==> config.mk <==
export PLATFORM = sky130hd
export DESIGN_NAME = lgs_ram
export DESIGN_NICKNAME = d
export VERILOG_FILES = /design/src/design/lgs_ram.sv
export SDC_FILE = /design/constraint.sdc
export NUM_CORES = 2
export LEC_CHECK = 0
export BUFFER_PORTS_ARGS = -buffer_cell sky130_fd_sc_hd__buf_4
export CORE_ASPECT_RATIO = 1.4
export CORE_MARGIN = 2
export CORE_UTILIZATION = 45
export DETAILED_ROUTE_END_ITERATION = 8
export SETUP_SLACK_MARGIN = 0.5
export SLEW_MARGIN = 20
export SYNTH_ARGS = -nofsm -noshare
export SYNTH_HDL_FRONTEND = slang
export SYNTH_SLANG_ARGS = --single-unit
==> constraint.sdc <==
create_clock -name i_clk -period 5.5 [get_ports i_clk]
set_input_delay 0.275 -clock i_clk [delete_from_list [all_inputs] [get_ports i_clk]]
set_output_delay 0.275 -clock i_clk [all_outputs]
set_load 0.01 [all_outputs]
==> src/design/lgs_ram.sv <==
// Generic single write port, single read port RAM with registered read data.
module lgs_ram #(
    parameter int WIDTH = 64,
    parameter int DEPTH = 64
) (
    input  logic                     i_clk,
    input  logic                     i_we,
    input  logic [$clog2(DEPTH)-1:0] i_waddr,
    input  logic [WIDTH-1:0]         i_wdata,
    input  logic [$clog2(DEPTH)-1:0] i_raddr,
    output logic [WIDTH-1:0]         o_rdata
);

    logic [WIDTH-1:0] r_mem [DEPTH];
    logic [WIDTH-1:0] r_rdata;

    always_ff @(posedge i_clk) begin
        if (i_we) begin
            r_mem[i_waddr] <= i_wdata;
        end
        r_rdata <= r_mem[i_raddr];
    end

    assign o_rdata = r_rdata;

endmodule

==> results.ini <==
[status]
outcome=finished, final reports clean

[clocking]
htree_num_levels=5
cts_buffers=384
root_buffer=clkbuf_16
clk_pin_slew_ns=0.06
holdBufCountCts=67
ctsResizeCount=0
cts_setup_buffers=0
cts_tree=done
clock_sinks=4160
cts_buffer_depth=4
clkLatencyLatePin_ns=0.95

[synth]
synth_ff_type=edfxtp_1
synth_seq_area_share_pct=79.5
synth_cell_types=33
synth_area_um2=156000
async_flop_share_pct=0
synth-seq-cells=4160
synthCells=6598
syn_area_per_cell_um2=23.7
ys_warn_count=0
syn-num-nets=6676
synth_edf_count=4096

[sta]
setup_tns_ns=0
final_hold_viol_count=0
rsz0062_at_grt=false
hold_ws_ns=0.0770
clock_skew_ns=0.0648
clock.fmax_ghz=0.344
period_share_pct=52.9
maxSlewHeadroom_pct=20.0
worst_slew_pin_slew_ns=1.20
setup_viol_count_final=0
min_period_ns=2.91
drv_slew=0

[route]
remaining_drc_errors=0
finalWirelength_mm=441
viasPerCell=6.24
ant_nets=0
wl_per_cell_um=36.6
num_vias=75200
drtIter0Drc=8933
firstDrtPassIters=5

[worst_setup_path]
max_stage_delay_ns=0.66
cp_common_cell=buf_4
critPathSlowestCell=buf_4
cp_cell_sequence=dlygate4sd3_1 > buf_4 > nor2_1 > nand3_1 > nor2_4 > buf_4 > buf_4
end_kind=flip-flop
cp.arrival_ns=3.44
worst-setup-path-type=in2reg
crit_fanout=26
critPathLaunchType=input port
critPathRequiredTime_ns=6.03

[global_routing]
grt.total_usage_pct=24.9
grt_pass1_wl_mm=610
grt_pass1_vias=76700
grt_antenna_before_repair=24
grt_overflow=0
grt_max_degree=102

[layout]
fin_nets=7163
utilization_pct=51.5
syn_to_final_growth_pct=14.1
finalInstanceArea_um2=178000
n_fill_cell=26900
drive_gt1_share_pct=28.2

[placed_design]
port_buffers=141
gp_congestion=0.793
placed_cell_area_um2=165000
dpl.hpwl_mm=241

[run]
cap_viol_max_count=0

[die]
start_util_pct=45.1
dieWidth_um=502
fp.dieH_um=701
core.rowCount=256
core_um2=347000
die_area_um2=352000
io_pins=142

[pwr]
power.total_mw=65.5
powerDensity_nw_per_um2=367
max-vdd-ir-drop_v=0.000301
leakage_nw=55.4

[hold_path]
hp-class=in2reg

-- flip-flops by register name (all words and copies together) (netlist names) --
register / cells
r_mem: 4096
o_rdata: 64
-- cells in the mapped netlist, drive strengths merged, types with 29 or more instances --
master / n / share of area [%]
nand3: 45 / 0.14
nand2: 58 / 0.14
and3: 64 / 0.26
o22ai: 83 / 0.33
edfxtp: 4096 / 79
clkbuf: 140 / 0.34
dfxtp: 64 / 0.82
a22o: 88 / 0.49
a22oi: 168 / 0.81
nor2: 112 / 0.27
o221ai: 38 / 0.21
or3: 29 / 0.12
mux2i: 135 / 0.86
a211oi: 63 / 0.30
buf: 230 / 0.80
mux4: 1024 / 15
-- cell usage in the layout (no fill, tap or decap), drive strengths merged, types with 2 or more instances in the layout --
cell type,count
o221ai,38
a31oi,18
or3,29
a211oi,63
clkbuf,517
nor2,112
mux2i,135
and2,3
buf,404
nand2,58
nor3,2
a2bb2oi,19
mux4,1024
bufinv,44
o22ai,83
nand3b,2
a22o,88
a41oi,26
nand2b,11
dlygate4sd3,67
diode,8
inv,28
or2,28
a22oi,168
nor2b,28
clkinvlp,11
edfxtp,4096
dfxtp,64
and3,64
nand3,45
nand4,2
clkinv,119
-- kinds of logic (layout without fill, tap and decap cells) --
kind of cell           after synthesis  after routing  share of synthesized area [%]
AOI/OAI and AO/OA                  504            504                           2.48
buffers and inverters              389           1190                           1.18
DFF                               4160           4160                           79.5
muxes                             1159           1159                           15.6
other                                0              8                              0
and+or+nand+nor                    386            386                           1.24
-- cell type report --
| class | instances | area (um2) | area share [%] |
|---|---|---|---|
| clock buffer | 517 | 10600 | 5.92 |
| sequential | 4160 | 124000 | 69.6 |
| tap | 4644 | 5810 | 3.26 |
| antenna | 8 | 20.0 | 0.0112 |
| multi-input combinational | 2049 | 30800 | 17.3 |
| timing repair buffer | 471 | 4820 | 2.70 |
| clock inverter | 183 | 2090 | 1.17 |
| inverter | 19 | 71.3 | 0.0400 |
-- layer usage --
| metal | global-route usage (%) | up-vias | routed length [um] |
|---|---|---|---|
| met5 | 0 | - | 49 |
| met4 | 8.24 | 8 | 15800 |
| met3 | 3.35 | 708 | 31000 |
| met2 | 43.3 | 3448 | 230000 |
| met1 | 32.3 | 41600 | 164000 |
| li1 | - | 29400 | - |
-- worst max-delay path: cells and delay by family --
family	cells	cell delay (ns)
buffers and inverters	4	1.84
AND/OR/NAND/NOR	3	1.20
-- path summary, 6_finish.rpt --
check	start	end	slack, ns	cells after the start
max	i_waddr[2]	r_mem[1][44]	2.59	7
min	i_raddr[4]	o_rdata[0]	0.08	4
max reg2reg	r_mem[9][14]	o_rdata[14]	3.39	5
min reg2reg	r_mem[62][42]	o_rdata[42]	0.87	4
-- metrics by stage --
| step | worst slack (ns) | std cells |
|---|---|---|
| 2_1_floorplan | 1.19 | 6598 |
| 5_1_grt | 2.58 | 12000 |
| 6_report | 2.59 | 12100 |
| 4_1_cts | 2.70 | 12000 |
| 3_3_place_gp | 2.02 | 11300 |
| 3_5_place_dp | 2.00 | 11300 |
-- power breakdown --
part / switching, mW / leakage, nW / total (mW) / internal (mW)
logic: 1.93 / 11.8 / 3.12 / 1.19
registers: 0.170 / 37.4 / 35.3 / 35.1
clock network: 11.6 / 6.16 / 27.1 / 15.5
Note: power is estimated with default switching activity, not from simulation.
