<file path="config.mk">
export PLATFORM = sky130hd
export DESIGN_NAME = lgs_row_next
export DESIGN_NICKNAME = d
export VERILOG_FILES = /design/src/design/lgs_pkg.sv /design/src/design/lgs_lane.sv /design/src/design/lgs_row_next.sv
export SDC_FILE = /design/constraint.sdc
export NUM_CORES = 1
export LEC_CHECK = 0
export BUFFER_PORTS_ARGS = -buffer_cell sky130_fd_sc_hd__buf_2
export CAP_MARGIN = 20
export CORE_ASPECT_RATIO = 1.2
export CORE_UTILIZATION = 30
export DETAILED_ROUTE_END_ITERATION = 10
export PLACE_DENSITY_LB_ADDON = 0.25
export REMOVE_ABC_BUFFERS = 1
export SYNTH_ARGS = -nofsm -noshare
export SYNTH_HDL_FRONTEND = slang
export SYNTH_SLANG_ARGS = --single-unit
export TNS_END_PERCENT = 100
</file>
<file path="constraint.sdc">
create_clock -name vclk -period 11.2
set_clock_uncertainty 0.05 [all_clocks]
set_input_delay 2.8 -clock vclk [all_inputs]
set_output_delay 2.8 -clock vclk [all_outputs]
set_load 0.05 [all_outputs]
</file>
<file path="src/design/lgs_pkg.sv">
// Shared constants and types of the life grid step block.
package lgs_pkg;

    localparam int MAX_ROWS = 64;
    localparam int MAX_COLS = 64;
    localparam int ROW_W    = 64;
    localparam int ROW_AW   = $clog2(MAX_ROWS);
    localparam int CNT_W    = ROW_AW + 1;
    localparam int CFG_W    = 7;

    typedef logic [ROW_W-1:0] t_row;
    typedef logic [1:0]       t_req;

    // request and acknowledge codes
    localparam t_req REQ_WRITE   = 2'd0;
    localparam t_req REQ_READ    = 2'd1;
    localparam t_req REQ_ADVANCE = 2'd2;
    localparam t_req REQ_BAD     = 2'd3;

    // configuration register indexes
    localparam logic CFG_ROWS = 1'b0;
    localparam logic CFG_COLS = 1'b1;

    // B3/S23 thresholds
    localparam logic [3:0] BIRTH_CNT   = 4'd3;
    localparam logic [3:0] SURVIVE_CNT = 4'd2;

endpackage

</file>
<file path="src/design/lgs_lane.sv">
// One cell lane: next state of a cell from its 3x3 neighborhood.
module lgs_lane import lgs_pkg::*; (
    input  logic [2:0] i_up,
    input  logic [2:0] i_mid,
    input  logic [2:0] i_down,
    output logic       o_next
);

    logic [3:0] w_cnt;

    assign w_cnt = 4'(i_up[0]) + 4'(i_up[1]) + 4'(i_up[2])
                 + 4'(i_mid[0]) + 4'(i_mid[2])
                 + 4'(i_down[0]) + 4'(i_down[1]) + 4'(i_down[2]);

    assign o_next = (w_cnt == BIRTH_CNT) || (i_mid[1] && (w_cnt == SURVIVE_CNT));

endmodule

</file>
<file path="src/design/lgs_row_next.sv">
// Row of cell lanes plus merge stage: builds the next row word under the column mask.
module lgs_row_next import lgs_pkg::*; (
    input  t_row i_above,
    input  t_row i_cur,
    input  t_row i_below,
    input  t_row i_mask,
    output t_row o_next
);

    // zero padding on both edges: the grid does not wrap
    logic [ROW_W+1:0] w_up_x;
    logic [ROW_W+1:0] w_mid_x;
    logic [ROW_W+1:0] w_dn_x;
    t_row             w_lane;

    assign w_up_x  = {1'b0, i_above, 1'b0};
    assign w_mid_x = {1'b0, i_cur,   1'b0};
    assign w_dn_x  = {1'b0, i_below, 1'b0};

    for (genvar j = 0; j < ROW_W; j++) begin : g_lane
        lgs_lane u_lane (
            .i_up   (w_up_x[j+2:j]),
            .i_mid  (w_mid_x[j+2:j]),
            .i_down (w_dn_x[j+2:j]),
            .o_next (w_lane[j])
        );
    end

    assign o_next = w_lane & i_mask;

endmodule

</file>
==> results.sh <==
export IMPL_outcome="complete, no violations"
export IMPL_hold_class="in2out"
export IMPL_start_util_pct=30.3
export IMPL_yosysWarnings=0
export IMPL_register_area_um2=0
export IMPL_first_global_vias=10200
export IMPL_area_delta_synth_final_pct=19.0
export IMPL_drtAntennaViolNets=0
export IMPL_grt_max_degree=5
export IMPL_maxCapViolations=0
export IMPL_drc=0
export IMPL_hold_viol_final=0
export IMPL_critPathKind="in2out"
export IMPL_worstPathMaxFanout=3
export IMPL_rows=80
export IMPL_cp_end_kind="output pin"
export IMPL_hp_start="i_mask[0]"
export IMPL_core_area_mm2=0.0396
export IMPL_vias_per_cell=4.23
export IMPL_cts_hold_buf=0
export IMPL_finalMaxSlewViolations=0
export IMPL_grt_pass1_wl_um=46600
export IMPL_hpwl_um=26900
export IMPL_vdd_drop_max_v=0.0000537
export IMPL_nNetsFinal=2339
export IMPL_track_usage_pct=13.8
export IMPL_grt_antenna_before_repair=15
export IMPL_worstMarginPinSlew_ps=410
export IMPL_worst_slack_ps=2500
export IMPL_gp_congestion=0.791
export IMPL_dieWidth_um=185
export IMPL_yosysTopAreaCellShare_pct=42.1
export IMPL_fin_crit_ps=8700
export IMPL_synth_area_leaders="fa_1 (42%), ha_1 (20%), inv_1 (18%)"
export IMPL_pre_cts_slack_ps=2440
export IMPL_cp_start_kind="input pin"
export IMPL_syn_area_mm2=0.0120
export IMPL_min_period_over_period_pct=77.7
export IMPL_drt_pass1_iter_count=5
export IMPL_post_cts_repair_setup_buffers=0
export IMPL_yosysTopAreaCell="fa_1"
export IMPL_numPortBuffers=320
export IMPL_grt_overflow=0
export IMPL_synth_seq_area_share_pct=0
export IMPL_dr_total_vias=9201
export IMPL_setup_viol=0
export IMPL_avgSynthCellArea_um2=9.15
export IMPL_required_ps=8350
export IMPL_wl_per_cell_um=12.5
export IMPL_wirelength_um=27200
export IMPL_post_cts_resized=0
export IMPL_fmax_mhz=115
export IMPL_power_density_mw_per_mm2=84.6
export IMPL_drtIter0Drc=129
export IMPL_n_fill_cell=4162
export IMPL_final_setup_tns_ps=0
export IMPL_drive_gt1_share_pct=24.5
export IMPL_synthCells=1315
export IMPL_p_leak_nw=8.41
export IMPL_ys_types=17
export IMPL_arrival_ps=5850
export IMPL_io_pins=320
export IMPL_seq_cells=0
export IMPL_die_h_um=221
export IMPL_clkbuf_count=0
export IMPL_fp_dieArea_mm2=0.0409
export IMPL_grt_setup_unrepaired="no"
export IMPL_relSlewSlack_pct=72.3
export IMPL_startpoint="i_above[17]"
-- cell usage after synthesis (all sizes together), types with 2 or more instances --
master  number
inv        571
ha         193
nor3         2
nor4b       61
a31oi       18
fa         253
mux2i       40
nor2        82
a21oi        6
nor2b       23
a211oi      40
nand2       22
-- per-stage QoR --
step	util (%)	total power (W)	instances	hold slack [ps]	cell area [um2]
finish	36.1	0.00121	2176	5940	14300
global route	36.1	0.00140	2171	5970	14300
CTS	36.1	0.00124	2168	5940	14300
detailed placement	36.1	0.00123	2168	5930	14300
global placement	36.1	0.00119	2168	5930	14300
floorplan	-	0.000930	1315	5780	12000
-- report_power, final --
part	internal, W	switching [W]
Combinational	0.000496	0.000716
Clock	0.0000000000955	0
Sequential	0	0
-- cells by family (layout without fill, tap and decap cells) --
family / Yosys count / in the layout / synth area share [%]
mux: 40 / 40 / 3.33
simple gates: 193 / 193 / 11.3
buf+inv: 571 / 891 / 17.8
fa+ha+maj: 446 / 446 / 62.2
compound gates: 65 / 65 / 5.42
other cells: 0 / 8 / 0
-- worst paths after layout --
kind	end	slack [ps]	cells after the start
setup / recovery	o_next[18]	2500	11
hold / removal	o_next[0]	5940	4
-- cell type report --
type	count	area, um2	area share, %
multi-input cells	744	9890	69.0
repair buffers	320	1600	11.2
well taps	533	667	4.66
diodes	8	20.0	0.140
inverters	571	2140	15.0
-- placed cells by master, fill, tap and decap left out --
master / Yosys / final
nor3_1: 2 / 2
nor4b_1: 20 / 20
nor3b_1: 1 / 1
nand3_1: 1 / 1
a31oi_1: 18 / 18
mux2i_1: 40 / 40
fa_1: 253 / 253
diode_2: 0 / 8
nor2_1: 82 / 82
a211oi_2: 40 / 40
nand2_1: 22 / 22
buf_2: 0 / 320
o2111ai_1: 1 / 1
nor4b_2: 41 / 41
inv_1: 571 / 571
ha_1: 193 / 193
a21oi_1: 6 / 6
nand2b_1: 1 / 1
nor2b_1: 23 / 23
-- layer usage --
layer	track usage (%)	vias up	wire, um
li1	-	4517	-
met1	15.5	4448	10600
met2	26.6	204	14200
met3	4.02	16	2310
met4	0	16	21
met5	0	-	101
-- critical path: stages --
cell and delay [ps]:
buf_2 120, ha_1 280, inv_1 60, fa_1 420
fa_1 490, inv_1 50, fa_1 370, inv_1 80
fa_1 400, nor4b_1 430, buf_2 340
Power figures use the tool's default switching activity.
